[src/design/cfbd_pkg.sv]
// Package for the capture frequency band detector.
// Holds register indexes, reset values and the shared struct types.
// No dependencies.
`default_nettype none

package cfbd_pkg;

    // Register indexes on the configuration port (byte address is 4 * index).
    localparam logic [2:0] REG_TICK_RATE  = 3'd0;
    localparam logic [2:0] REG_GREEN_LOW  = 3'd1;
    localparam logic [2:0] REG_GREEN_HIGH = 3'd2;
    localparam logic [2:0] REG_RED_LOW    = 3'd3;
    localparam logic [2:0] REG_RED_HIGH   = 3'd4;
    localparam logic [2:0] REG_BLUE_LOW   = 3'd5;
    localparam logic [2:0] REG_BLUE_HIGH  = 3'd6;

    // Register values after reset.
    localparam logic [23:0] RST_TICK_RATE  = 24'd250000;
    localparam logic [15:0] RST_GREEN_LOW  = 16'd23;
    localparam logic [15:0] RST_GREEN_HIGH = 16'd27;
    localparam logic [15:0] RST_RED_LOW    = 16'd660;
    localparam logic [15:0] RST_RED_HIGH   = 16'd663;
    localparam logic [15:0] RST_BLUE_LOW   = 16'd195;
    localparam logic [15:0] RST_BLUE_HIGH  = 16'd205;

    // Width of the clamped period used by the band multipliers. Any period at
    // or above 2^24 is larger than every tick rate, so clamping it there keeps
    // the comparisons exact.
    localparam int SAT_W = 25;

    // Event codes of the op field.
    localparam logic OP_OVERFLOW = 1'b0;
    localparam logic OP_CAPTURE  = 1'b1;

    // Configuration register set.
    typedef struct packed {
        logic [23:0] tick_rate;
        logic [15:0] green_low;
        logic [15:0] green_high;
        logic [15:0] red_low;
        logic [15:0] red_high;
        logic [15:0] blue_low;
        logic [15:0] blue_high;
    } t_cfg;

    // Band test results for one period.
    typedef struct packed {
        logic green;
        logic red;
        logic blue;
    } t_band_hits;

endpackage

`default_nettype wire

[src/design/cfbd_regs.sv]
// Configuration register file with an APB-style write and read port.
// Depends on cfbd_pkg for register indexes, reset values and t_cfg.
`default_nettype none

module cfbd_regs
    import cfbd_pkg::*;
(
    input  wire logic        i_clk,
    input  wire logic        i_rst_n,
    input  wire logic        psel,
    input  wire logic        penable,
    input  wire logic        pwrite,
    input  wire logic [4:0]  paddr,
    input  wire logic [31:0] pwdata,
    output logic      [31:0] prdata,
    output logic             pready,
    output t_cfg             o_cfg
);

    t_cfg       r_cfg;
    logic [2:0] idx;
    logic       wr_en;

    assign idx    = paddr[4:2];
    assign wr_en  = psel && penable && pwrite;
    assign pready = 1'b1;
    assign o_cfg  = r_cfg;

    // Register writes; unknown indexes are ignored.
    always_ff @(posedge i_clk) begin
        if (!i_rst_n) begin
            r_cfg.tick_rate  <= RST_TICK_RATE;
            r_cfg.green_low  <= RST_GREEN_LOW;
            r_cfg.green_high <= RST_GREEN_HIGH;
            r_cfg.red_low    <= RST_RED_LOW;
            r_cfg.red_high   <= RST_RED_HIGH;
            r_cfg.blue_low   <= RST_BLUE_LOW;
            r_cfg.blue_high  <= RST_BLUE_HIGH;
        end else if (wr_en) begin
            case (idx)
                REG_TICK_RATE:  r_cfg.tick_rate  <= pwdata[23:0];
                REG_GREEN_LOW:  r_cfg.green_low  <= pwdata[15:0];
                REG_GREEN_HIGH: r_cfg.green_high <= pwdata[15:0];
                REG_RED_LOW:    r_cfg.red_low    <= pwdata[15:0];
                REG_RED_HIGH:   r_cfg.red_high   <= pwdata[15:0];
                REG_BLUE_LOW:   r_cfg.blue_low   <= pwdata[15:0];
                REG_BLUE_HIGH:  r_cfg.blue_high  <= pwdata[15:0];
                default: ;
            endcase
        end
    end

    // Read data mux.
    always_comb begin
        case (idx)
            REG_TICK_RATE:  prdata = {8'd0, r_cfg.tick_rate};
            REG_GREEN_LOW:  prdata = {16'd0, r_cfg.green_low};
            REG_GREEN_HIGH: prdata = {16'd0, r_cfg.green_high};
            REG_RED_LOW:    prdata = {16'd0, r_cfg.red_low};
            REG_RED_HIGH:   prdata = {16'd0, r_cfg.red_high};
            REG_BLUE_LOW:   prdata = {16'd0, r_cfg.blue_low};
            REG_BLUE_HIGH:  prdata = {16'd0, r_cfg.blue_high};
            default:        prdata = 32'd0;
        endcase
    end

endmodule

`default_nettype wire

[config.mk]
export PLATFORM = sky130hd
export DESIGN_NAME = cfbd_regs
export DESIGN_NICKNAME = d
export VERILOG_FILES = /design/src/design/cfbd_pkg.sv /design/src/design/cfbd_regs.sv
export SDC_FILE = /design/constraint.sdc
export NUM_CORES = 1
export LEC_CHECK = 0
export BUFFER_PORTS_ARGS = -buffer_cell sky130_fd_sc_hd__buf_2
export CORE_ASPECT_RATIO = 0.7
export CORE_UTILIZATION = 52
export CTS_BUF_LIST = sky130_fd_sc_hd__clkbuf_8
export DETAILED_ROUTE_END_ITERATION = 16
export HOLD_SLACK_MARGIN = 0.05
export PLACE_DENSITY_LB_ADDON = 0.08
export REMOVE_ABC_BUFFERS = 1
export SLEW_MARGIN = 20
export SYNTH_ARGS = -nofsm -noshare
export SYNTH_HDL_FRONTEND = slang
export SYNTH_SLANG_ARGS = --single-unit
[constraint.sdc]
create_clock -name i_clk -period 2.2 [get_ports i_clk]
set_clock_uncertainty 0.05 [all_clocks]
set_input_delay 0.44 -clock i_clk [delete_from_list [all_inputs] [get_ports i_clk]]
set_output_delay 0.44 -clock i_clk [all_outputs]
set_load 0.1 [all_outputs]
# [Word-level counts from Yosys, hierarchy flattened]
# Index checks and enable logic that the tools add are counted.
# Widths: inputs -> output; s select.
[classes] n_addsub=0 mul=0 div=0 n_lt_le_gt_ge=0 n_eq_ne=6 shifts=0 n_mux=1 bitwise=0 reduce_logical=10
[op_table] operator="$pmux 24 s7" count=1
[op_table] operator="$reduce_and 2->1" count=7
[op_table] operator="$eq 3x3->1 const B" count=3
[op_table] operator="$eq 3x2->1 const B" count=2
[op_table] operator="$eq 3x1->1 const B" count=1
[op_table] operator="$logic_not 3->1" count=1
[op_table] operator="$logic_and 1x1->1" count=2
[word_totals] ff_bits=120 latchBits=0 ram_bits=0 romBits=0 inputBits=42 output_inout_bits=153 wordCells=24 n_memories=0

# [Longest topological paths before layout]
[depth] ltp_word=3 depth_mapped=6 mapped_depth_nobuf=3

# [Worst setup path before layout]
# No wires, ideal clock.
[synth_timing] path_type="register -> output" from="reg r_cfg (netlist bit o_cfg[48])" to="out prdata[0]" t_arrival_ns=3.628 t_required_ns=1.710 path_slack_ns=-1.918 stages_incl_launch_ff=4 path_buffers=0 cell_sequence="dfxtp_1 mux2i_1 o221a_2 a221oi_1"
[synth_via] elab_chain_cells=1
[synth_rtl] element="start, declared" line_no="cfbd_regs.sv:20" source="t_cfg r_cfg;"
[synth_rtl] element="$pmux 24 s7" line_no="cfbd_regs.sv:55" source="case (idx)"
[synth_rtl] element="end, declared" line_no="cfbd_regs.sv:15" source="output logic [31:0] prdata,"
# No other way between the ends.

# [Final worst setup path]
[layout_timing] from="in paddr[3]" to="out prdata[13]"
[layout_via] elab_chain_cells=2 word_cells_on_any_way=8
[layout_rtl] element="start, declared" line_no="cfbd_regs.sv:13" source="input wire logic [4:0] paddr,"
[layout_rtl] element="$eq 3x3->1, or another cell as far along" line_no="cfbd_regs.sv:55"
[layout_rtl] element="$pmux 24 s7 (*)" line_no="cfbd_regs.sv:55"
# Mark *: on every way between the ends. The rest lies on a longest branch, timed or not.

==> results.md <==
- Syn Inst Count: 598
- Clock Sinks: 120
- TritonCTS Buffers: 17
- Reg2Reg Setup Slack: 1360 ps
- Pin count of the biggest net entering global routing: 47
- Layout fillers: 743
- Peak VDD IR: 0.447 mV
- GRT Total Usage: 0.309
- WP depth: 6
- Crit path largest cell delay: 370 ps
- Setup crit start kind: input port
- Sequential share of the synthesized area: 0.424
- Worst Hold Launch: pwdata[22]
- Status: completed
- Switch share: 0.303
- Critical path arrival: 1710 ps
- Top FF cell, synth: dfxtp_1
- TNS Setup: 0 ps
- Vias per cell: 5.67
- Clk_lat worst skew: 430 ps
- Most frequent cells in the layout: 147 x buf_2, 123 x mux2i_1, 115 x dfxtp_1, 112 x nand2_1, 53 x buf_4
- Final Util: 0.751
- CTS tree: yes
- Worst flop-to-flop path endpoint: o_cfg[82]$_SDFFE_PN1P_
- Commonest non-fill, non-tap cell in the layout: buf_2
- Nets: 849
- Xor/xnor share of the synthesized area: 0
- Diode count: 0
- Buffers plus inverters on the worst setup path: 3
- P_sw: 1.53 mW
- Gate power share: 0.185
- Top cell type's share of synthesized area: 0.424
- Synthesis-to-layout area growth: 38.9%
- Final worst setup slack: 0.0386 ps
- Post-route cell area: 7870 µm²
- Fmax: 0.455 GHz
- Final setup fails: 0
- Critical path start-end classification: input port to output port
- Post-CTS Hold Buffers: 0
- Rows: 31
- # DRC: 0
- Synth warnings: 0
- Routed WL: 17700 µm
- Placed Instances: 916
- Part of the power in registers: 0.437
- Share of cells above drive strength 1: 0.382
- RSZ-0062 raised after global routing: yes
- Crit path time final: 2200 ps
- Req. time, crit path: 1710 ps
- Top delay family on crit path: buffers and inverters
- Drt wl/cell: 18.6 µm
- Netlist cell types: 43
- Core area: 10500 µm²
- First-pass iteration count of the detailed router: 5
- Die area: 11300 µm²
- Asr flop ratio synth: 0
- Fin. Hold Viols: 0
- I/O pin total: 195
- Synth area leaders: dfxtp_1 42%, mux2i_1 22%, nand2_1 7.4%, nand3_1 4.2%, buf_4 2.4%
- CTS Buffer Depth: 2
- DRT iter0 DRCs: 408
- Multiplexer share of the synthesized area: 0.243
- Max Cap Viol: 0
- First-pass GRT wire length: 26400 µm
- Final GP Congestion: 0.828
- Critical-path cell list: buf_8, buf_12, mux2_2, a32oi_2, o211ai_1, clkbuf_16
- Pre-CTS WS: -194 ps
- Port Buffers: 175
- Slowest-stage cell, CP: mux2_2
- Reg-to-Reg Start: o_cfg[82]$_SDFFE_PN1P_
- Hpwl dp: 12100 µm
- # H-tree levels: 4
- Slew HR: 0.655
- Clk pin slew, worst setup/hold paths: 70 ps
- Final worst-path cycle share: 1.00
- Critical path capture point type: output port
- Cell Pwr Density: 642 nW/µm²
- Area share of and/or/nand/nor cells after synthesis: 0.168
- Synth Area in Adders: 0
- CTS root buffer: clkbuf_8
- Yosys reg bits: 120
- Fin. max-slew vios: 0
- Mapped Area: 5660 µm²
- Vias in the first global route: 4941
- Non-filler cells, final: 951
- Hold-critical path depth: 3
- Synth Area in Compound Gates: 0.0923
- Initial core utilization: 0.541
- Detail Route Antenna Nets: 0
- Power Internal: 3.52 mW
- Lkg Pwr: 3.92 nW
- DP Area: 7270 µm²
- Mean Syn Cell Area: 9.47 µm²
- Main combinational cell family by area after synthesis: multiplexers
- Hold Path End: o_cfg[118]$_SDFFE_PN0P_
- Die height: 89.3 µm
- Crit path max fanout: 7
- Number of flops mapped to enable cells by yosys: 0
- Die W: 127 µm
- Overflow after GRT: 0
- Reg2Reg Depth: 3
- Max reg flops: 120
- Clk pwr share: 0.378
- Worst-Margin Slew: 516 ps
- Initial antenna violation count: 0
- Post-synth top area cell: dfxtp_1
- Hold WC Path Type: input port to flip-flop
- Via count: 5389
-- per-stage QoR --
stage,hold slack (ps),total power [mW]
3_5_place_dp,412,3.14
4_1_cts,189,5.04
6_report,204,5.05
5_1_grt,189,5.20
2_1_floorplan,462,2.76
3_3_place_gp,402,3.12
-- kinds of logic after synthesis --
family / count (synthesis)
buf+inv: 75
compound gates: 68
simple gates: 199
mux: 134
flops: 120
other cells: 2
-- synthesized netlist by cell type, types with 5 or more instances --
cell / count
a21oi_1: 5
a221oi_1: 8
a2bb2oi_1: 5
a32oi_1: 6
and2_1: 8
buf_2: 13
buf_4: 18
buf_6: 5
clkbuf_1: 17
dfxtp_1: 120
inv_1: 18
mux2_2: 5
mux2i_1: 124
nand2_1: 112
nand2b_1: 5
nand3_1: 47
nor2b_1: 12
o211ai_1: 15
o21ai_0: 16
o221a_2: 8
-- layer usage --
metal,vias up,routed length [µm],track usage,share of wire
met2,256,8150,0.503,0.46
met5,-,0,0,0
li1,2507,-,-,-
met4,0,375,0.121,0.021
met1,2594,7900,0.402,0.45
met3,32,1280,0.0730,0.072
-- worst max-delay path by stage --
stage / startpoint / endpoint
finish: paddr[3] / prdata[13]
global route: paddr[3] / prdata[13]
floorplan: o_cfg[48]$_SDFFE_PN0P_ / prdata[0]
detailed placement: paddr[4] / prdata[12]
global placement: paddr[4] / prdata[0]
CTS: paddr[4] / prdata[12]
-- worst min-delay path: stages --
cell and delay [ps]:
buf_2 90, nand2_1 40, mux2i_1 50
-- final cells by class --
type,count,area (µm²),area share
flip-flops and latches,120,2410,0.306
repair buffers,240,1880,0.239
inverters,18,67.6,0.00859
clock inverters,12,110,0.0140
multi-input cells,410,2980,0.378
clock buffers,19,262,0.0332
well taps,132,165,0.0210
-- what timing repair did --
| action | in CTS | in global routing |
|---|---|---|
| setup endpoints to repair | 13 | 15 |
| pin swaps | 3 | 5 |
| cloned | 1 | 1 |
| setup buffers | 0 | 2 |
| gates resized for setup | 15 | 24 |
| endpoints found under the hold margin | 0 | 0 |
-- power by group through the flow --
| stage | sequential, mW | combinational, mW | clock (mW) |
|---|---|---|---|
| final | 2.21 | 0.936 | 1.91 |
| after detailed placement | 2.25 | 0.880 | 0 |
| after floorplan | 2.39 | 0.375 | 0 |
| after global placement | 2.25 | 0.871 | 0 |
| after global routing | 2.21 | 0.968 | 2.02 |
| after CTS | 2.21 | 0.907 | 1.93 |
No activity file was read; power rests on OpenSTA's default activity.
