**config.mk**
```make
export PLATFORM = sky130hd
export DESIGN_NAME = cfbd_period
export DESIGN_NICKNAME = d
export VERILOG_FILES = /design/src/design/cfbd_pkg.sv /design/src/design/cfbd_period.sv
export SDC_FILE = /design/constraint.sdc
export NUM_CORES = 1
export LEC_CHECK = 0
export BUFFER_PORTS_ARGS = -buffer_cell sky130_fd_sc_hd__buf_2
export CORE_MARGIN = 1
export CORE_UTILIZATION = 32
export CTS_BUF_LIST = sky130_fd_sc_hd__clkbuf_16
export DETAILED_ROUTE_END_ITERATION = 7
export SLEW_MARGIN = 20
export SYNTH_ARGS = -nofsm -noshare
export SYNTH_HDL_FRONTEND = slang
export SYNTH_SLANG_ARGS = --single-unit
```
**constraint.sdc**
```tcl
create_clock -name i_clk -period 4.1 [get_ports i_clk]
set_input_delay 0.205 -clock i_clk [delete_from_list [all_inputs] [get_ports i_clk]]
set_output_delay 0.205 -clock i_clk [all_outputs]
set_load 0.02 [all_outputs]
```
**src/design/cfbd_pkg.sv**
```systemverilog
// Package for the capture frequency band detector.
// Holds register indexes, reset values and the shared struct types.
// No dependencies.
`default_nettype none

package cfbd_pkg;

    // Register indexes on the configuration port (byte address is 4 * index).
    localparam logic [2:0] REG_TICK_RATE  = 3'd0;
    localparam logic [2:0] REG_GREEN_LOW  = 3'd1;
    localparam logic [2:0] REG_GREEN_HIGH = 3'd2;
    localparam logic [2:0] REG_RED_LOW    = 3'd3;
    localparam logic [2:0] REG_RED_HIGH   = 3'd4;
    localparam logic [2:0] REG_BLUE_LOW   = 3'd5;
    localparam logic [2:0] REG_BLUE_HIGH  = 3'd6;

    // Register values after reset.
    localparam logic [23:0] RST_TICK_RATE  = 24'd250000;
    localparam logic [15:0] RST_GREEN_LOW  = 16'd23;
    localparam logic [15:0] RST_GREEN_HIGH = 16'd27;
    localparam logic [15:0] RST_RED_LOW    = 16'd660;
    localparam logic [15:0] RST_RED_HIGH   = 16'd663;
    localparam logic [15:0] RST_BLUE_LOW   = 16'd195;
    localparam logic [15:0] RST_BLUE_HIGH  = 16'd205;

    // Width of the clamped period used by the band multipliers. Any period at
    // or above 2^24 is larger than every tick rate, so clamping it there keeps
    // the comparisons exact.
    localparam int SAT_W = 25;

    // Event codes of the op field.
    localparam logic OP_OVERFLOW = 1'b0;
    localparam logic OP_CAPTURE  = 1'b1;

    // Configuration register set.
    typedef struct packed {
        logic [23:0] tick_rate;
        logic [15:0] green_low;
        logic [15:0] green_high;
        logic [15:0] red_low;
        logic [15:0] red_high;
        logic [15:0] blue_low;
        logic [15:0] blue_high;
    } t_cfg;

    // Band test results for one period.
    typedef struct packed {
        logic green;
        logic red;
        logic blue;
    } t_band_hits;

endpackage

`default_nettype wire

```
**src/design/cfbd_period.sv**
```systemverilog
// Period measurement: previous capture, saturating overflow tally and the
// period subtraction. Depends on cfbd_pkg for SAT_W.
`default_nettype none

module cfbd_period
    import cfbd_pkg::*;
#(
    parameter int TIMER_BITS = 16
) (
    input  wire logic             i_clk,
    input  wire logic             i_rst_n,
    input  wire logic             i_ovf_take,
    input  wire logic             i_cap_take,
    input  wire logic [15:0]      i_cap_value,
    output logic      [32:0]      o_period,
    output logic                  o_positive,
    output logic      [SAT_W-1:0] o_period_sat
);

    localparam int BW = TIMER_BITS + 16;
    localparam int DW = (BW + 1 > 33) ? BW + 1 : 33;

    logic [15:0]            r_prev;
    logic [15:0]            r_tally;
    logic [TIMER_BITS+15:0] cap_wide;
    logic [TIMER_BITS-1:0]  cap_tb;
    logic [TIMER_BITS+15:0] cap_back;
    logic [BW-1:0]          base;
    logic [DW-1:0]          diff;

    // Capture masked to the timer width, then back to the stored 16 bits.
    assign cap_wide = {{TIMER_BITS{1'b0}}, i_cap_value};
    assign cap_tb   = cap_wide[TIMER_BITS-1:0];
    assign cap_back = {16'd0, cap_tb};

    // The capture never exceeds the timer range, so the add is a concatenation.
    assign base = {r_tally, cap_tb};
    assign diff = DW'(base) - DW'(r_prev);

    assign o_period   = diff[32:0];
    assign o_positive = base > BW'(r_prev);

    // Clamp large periods to 2^24 for the band multipliers.
    always_comb begin
        if (diff[DW-1:SAT_W-1] != '0) begin
            o_period_sat = {1'b1, {(SAT_W-1){1'b0}}};
        end else begin
            o_period_sat = diff[SAT_W-1:0];
        end
    end

    // State update on each accepted event.
    always_ff @(posedge i_clk) begin
        if (!i_rst_n) begin
            r_prev  <= 16'd0;
            r_tally <= 16'd0;
        end else if (i_cap_take) begin
            r_prev  <= cap_back[15:0];
            r_tally <= 16'd0;
        end else if (i_ovf_take && (r_tally != 16'hFFFF)) begin
            r_tally <= r_tally + 16'd1;
        end
    end

endmodule

`default_nettype wire

```
== Word-level counts from Yosys, hierarchy flattened ==
Cells that the tools add are included.

* Shifts and indexed selects: 0
* Eq/ne operators: 1
* Bitwise logic cells: 1
* Reductions and logical operators: 3
* $mul: 0
* $add $sub $neg: 2
* Muxes and demuxes: 1
* Div/mod/pow operators: 0
* $lt $le $gt $ge: 1

{| class="wikitable"
|+ Operator list
! cell !! count
|-
| $sub A32 B16 Y33 || 1
|-
| $gt A32 B16 Y1 || 1
|-
| $mux W25 || 1
|-
| $add A16 B1 Y16 const B || 1
|-
| $ne A16 B16 Y1 const B || 1
|-
| $reduce_bool A9 Y1 || 1
|-
| $reduce_or A2 Y1 || 1
|-
| $logic_and A1 B1 Y1 || 1
|-
| $not A1 Y1 || 1
|}

* Memory bits (writable): 0
* Bits in latches: 0
* Memories: 0
* Input port bits: 20
* Register bits after elaboration: 32
* ROM bits: 0
* Output and inout bits: 59
* Logic and storage cells: 11

== Longest topological paths before layout ==
* Depth after elaboration: 3
* Gate-level depth with buffers: 12
* Depth with buffers taken out: 11

== Worst setup path after synthesis ==
Ideal clock, no wire load.

* Path kind: reg-to-output
* Start: register r_tally[6]
* End: output port o_period_sat[0]
* Buffers on the path: 2
* Required time: 3.895 ns
* Cell stages (with the launch flop): 11
* Data arrival time: 3.307 ns
* Setup slack: 0.588 ns
* Cell sequence: dfxtp_1 > buf_6 > or4_4 > or4_4 > nor2_1 > o2111ai_1 > xnor2_1 > or4b_4 > nor4_4 > buf_6 > nor3b_2

* Longest elaborated chain between the ends: 3

{| class="wikitable"
|+ Ends and longest elaborated chain
! element !! RTL line !! RTL
|-
| start, declared || cfbd_period.sv:24 || <nowiki>logic [15:0] r_tally;</nowiki>
|-
| start signal, assigned || cfbd_period.sv:61 || <nowiki>r_tally <= r_tally + 16'd1;</nowiki>
|-
| $sub A32 B16 Y33 || cfbd_period.sv:38 || <nowiki>assign diff = DW'(base) - DW'(r_prev);</nowiki>
|-
| named net o_period[30] || cfbd_period.sv:15 || <nowiki>output logic [32:0] o_period,</nowiki>
|-
| $reduce_bool A9 Y1 || cfbd_period.sv:45 || <nowiki>if (diff[DW-1:SAT_W-1] != '0) begin</nowiki>
|-
| $mux W25 || cfbd_period.sv:45 ||
|-
| end, declared || cfbd_period.sv:17 || <nowiki>output logic [SAT_W-1:0] o_period_sat</nowiki>
|}

The timed path passes the listed nets, and every way through them passes these cells.

== Worst setup path in the final report ==
* Start: register r_prev[0]
* End: output port o_period_sat[0]

* Longest elaborated chain between the ends: 3

{| class="wikitable"
|+ Ends and longest elaborated chain
! element !! RTL line !! RTL
|-
| start, declared || cfbd_period.sv:23 || <nowiki>logic [15:0] r_prev;</nowiki>
|-
| start signal, assigned || cfbd_period.sv:58 || <nowiki>r_prev <= cap_back[15:0];</nowiki>
|-
| $sub A32 B16 Y33 (*) || cfbd_period.sv:38 ||
|-
| $reduce_bool A9 Y1 || cfbd_period.sv:45 ||
|-
| $mux W25 (*) || cfbd_period.sv:45 ||
|}

Mark *: on every way between the ends. The rest lies on a longest branch, timed or not.

==> run_results.csv <==
group,metric,value,unit
timing,setup_viol,0,
floorplanning,die_h,100,µm
setup_path,rr_startpoint,"r_tally[2]",
finish,ff_latch_area,641,µm²
timing,timing.final.crit_share,92.1,%
grt,track_usage,17.3,%
logic_synthesis,synth_area,3080,µm²
setup_path,cp_data_arrival_time,3.57,ns
finish,drive_gt1_share,23.2,%
logic_synthesis,synth_edf_count,0,
floorplanning,die_area,10000,µm²
setup_path,crit_buf_inv,2,
grt,met2_usage,27.8,%
timing,hold_ws,0.211,ns
timing,clock.fmax,265,MHz
power,total_power,1.18,mW
logic_synthesis,synth_cells,394,
grt,grt.overflow.total,0,
worst_hold_path,hold_path_class,"in -> reg",
power,p_leak,1.72,nW
finish,multiInputGateArea,2200,µm²
run,cap_violations,0,
clocking,insertion_delay,0.28,ns
clocking,root_buffer,"clkbuf_16",
power,ir_drop,0.136,mV
setup_path,cp-end-kind,"output pin",
finish,diodes,0,
clocking,clk_pin_slew_worst_paths,0.06,ns
setup_path,slowest_stage,"or4b_4",
drt,avgRoutedWirePerCell,14.4,µm
drt,drc,0,
setup_path,cp_max_fo,16,
logic_synthesis,async_flop_share,0,%
timing,tns,0,ns
timing,slew_headroom,57.2,%
grt,gr-max-usage-layer,"met2",
clocking,cts_buffers,5,
clocking,cts_setup_buffers,0,
grt,use_met3,3.48,%
finish,final_common_cell,"buf_2",
finish,areaGrowthSynthToFinish,19.3,%
placed_design,numPortBuffers,78,
placed_design,routabilityCongestion,0.889,
floorplanning,ioPinCount,79,
finish,layout_common_cells,"buf_2 (78), dfxtp_1 (32), nor2_1 (31)",
power,power_density,322,nW/µm²
placed_design,place_ws,0.597,ns
setup_path,rrSetupSlack,1.65,ns
setup_path,worstSetupStartpoint,"r_prev[0]",
grt,antenna_found_initial,0,
grt,grt_max_degree,18,
floorplanning,core,9280,µm²
setup_path,cp_cell_sequence,"ha_1, fa_1, nand2b_1, a21oi_1, o21ai_1, o2111ai_1, xnor2_1, or4b_4, nor4_4, buf_4, nor3b_2, buf_2",
logic_synthesis,yosys_most_used_dff,"dfxtp_1",
floorplanning,die_x,100,µm
clocking,htreeDepth,2,
setup_path,reg2reg_to,"r_tally[15]",
clocking,clk_path_buf_depth,2,
floorplanning,placement_rows,35,
logic_synthesis,yosys_register_bits,32,
drt,routed_wirelength,8470,µm
setup_path,cp_slowest_stage_delay,0.56,ns
logic_synthesis,ys_seq_area_share,20.8,%
logic_synthesis,avgSynthCellArea,7.82,µm²
timing,fin_ws,0.323,ns
grt,grt_use_met1,23.4,%
drt,routed_via_density,5.04,
setup_path,critical-path-top-delay-family,"simple AND/OR/NAND/NOR gates",
run_status,status,"finished clean",
grt,grt_pass1_wl,13700,µm
setup_path,path_depth,12,
timing,hold_viol,0,
timing,fin_skew,0.00271,ns
grt,grt_pass1_vias,2719,
timing,report.final.slew_viol_count,0,
setup_path,endpoint,"o_period_sat[0]",
timing,tightest_slew,0.642,ns
drt,drtIter0Drc,161,
clocking,hold_buffers,0,
drt,drtPass1Iterations,4,
logic_synthesis,synth_warnings,0,
finish,fin_nets,499,
setup_path,r2r_cells,8,
logic_synthesis,syn_nets,433,
clocking,cts.sinks,32,
clocking,cts_tree,"done",
finish,fill_cells,984,
logic_synthesis,yosys.cell_types.count,56,
drt,num_vias,2976,
timing,rsz0062_at_grt,"false",
clocking,cts_resized,0,
setup_path,start_kind,"flip-flop",
floorplanning,start_util,33.2,%
placed_design,hpwl,6860,µm
drt,ant_nets,0,
setup_path,crit_type,"reg -> out",
setup_path,cp.required,3.89,ns
timing,min_period,3.78,ns
[kinds of logic after synthesis]
group | share of synthesized area (%)
and+or+nand+nor | 33.7
AOI/OAI and AO/OA | 12.2
buffers and inverters | 7.95
xor gates and xnor gates | 11.6
DFF | 20.8
adders and majority gates | 7.95
muxes | 5.84
[per-layer routing]
layer	vias up	share of wire (%)
li1	1501	-
met1	1379	49
met2	88	44
met3	8	6.0
met4	0	1.3
met5	-	0
[flip-flops by register name, summed over array words and instances, names as in the netlist]
| signal | flops |
|---|---|
| r_tally | 16 |
| r_prev | 16 |
[cell usage after synthesis (3+ instances only)]
master / number / area, µm²
inv_1: 26 / 97.6
or4_1: 3 / 22.5
nand3_1: 12 / 60.1
o21ai_0: 11 / 55.1
buf_2: 4 / 20.0
a21o_1: 3 / 22.5
xor2_1: 17 / 149
nand2b_1: 6 / 37.5
nor3_1: 10 / 50.1
nand3b_1: 3 / 22.5
nor2b_1: 21 / 131
and3_1: 7 / 43.8
dfxtp_1: 32 / 641
nor2_1: 31 / 116
buf_4: 4 / 30.0
a21oi_1: 23 / 115
buf_6: 3 / 33.8
clkbuf_1: 13 / 48.8
nand4_1: 7 / 43.8
xnor2_1: 22 / 193
and3b_1: 22 / 193
and2_1: 4 / 25.0
nand2_1: 26 / 97.6
mux2i_1: 18 / 180
nor4_1: 6 / 37.5
ha_1: 18 / 225
[worst reg2reg max path: cells and delay by family (launching register included)]
family / cells / cell delay (ns)
DFF: 1 / 0.54
and+or+nand+nor: 6 / 1.09
xor gates and xnor gates: 1 / 0.12
AOI/OAI and AO/OA: 1 / 0.56
[report_power, final]
part           internal (mW)  switching, mW
sequential             0.321        0.00601
clock                  0.220          0.140
combinational          0.183          0.312
total                  0.725          0.458
[final cells by class]
class	count	share of cell area (%)
Timing Repair Buffer	84	11.8
Sequential cell	32	17.4
Clock buffer	5	3.40
Clock inverter	3	0.374
Tap cell	129	4.39
Multi-Input combinational cell	311	59.9
Inverter	26	2.65
[per-stage QoR]
step	utilization, %	instance area, µm²	instances
after floorplan	-	3080	394
after CTS	39.5	3670	590
after global placement	38.0	3530	582
after global routing	39.6	3680	590
final	39.6	3680	590
after detailed placement	38.0	3530	582
[worst min-delay path by stage]
stage	from	to	slack [ns]	cells after the start
after global placement	i_cap_value[15]	r_prev[15]	0.48	3
after detailed placement	i_cap_value[13]	r_prev[13]	0.49	3
final	i_cap_value[13]	r_prev[13]	0.21	3
after CTS	i_cap_value[13]	r_prev[13]	0.21	3
after global routing	i_cap_value[13]	r_prev[13]	0.21	3
after floorplan	i_rst_n	r_prev[0]	0.33	1
No activity file was read; power rests on OpenSTA's default activity.
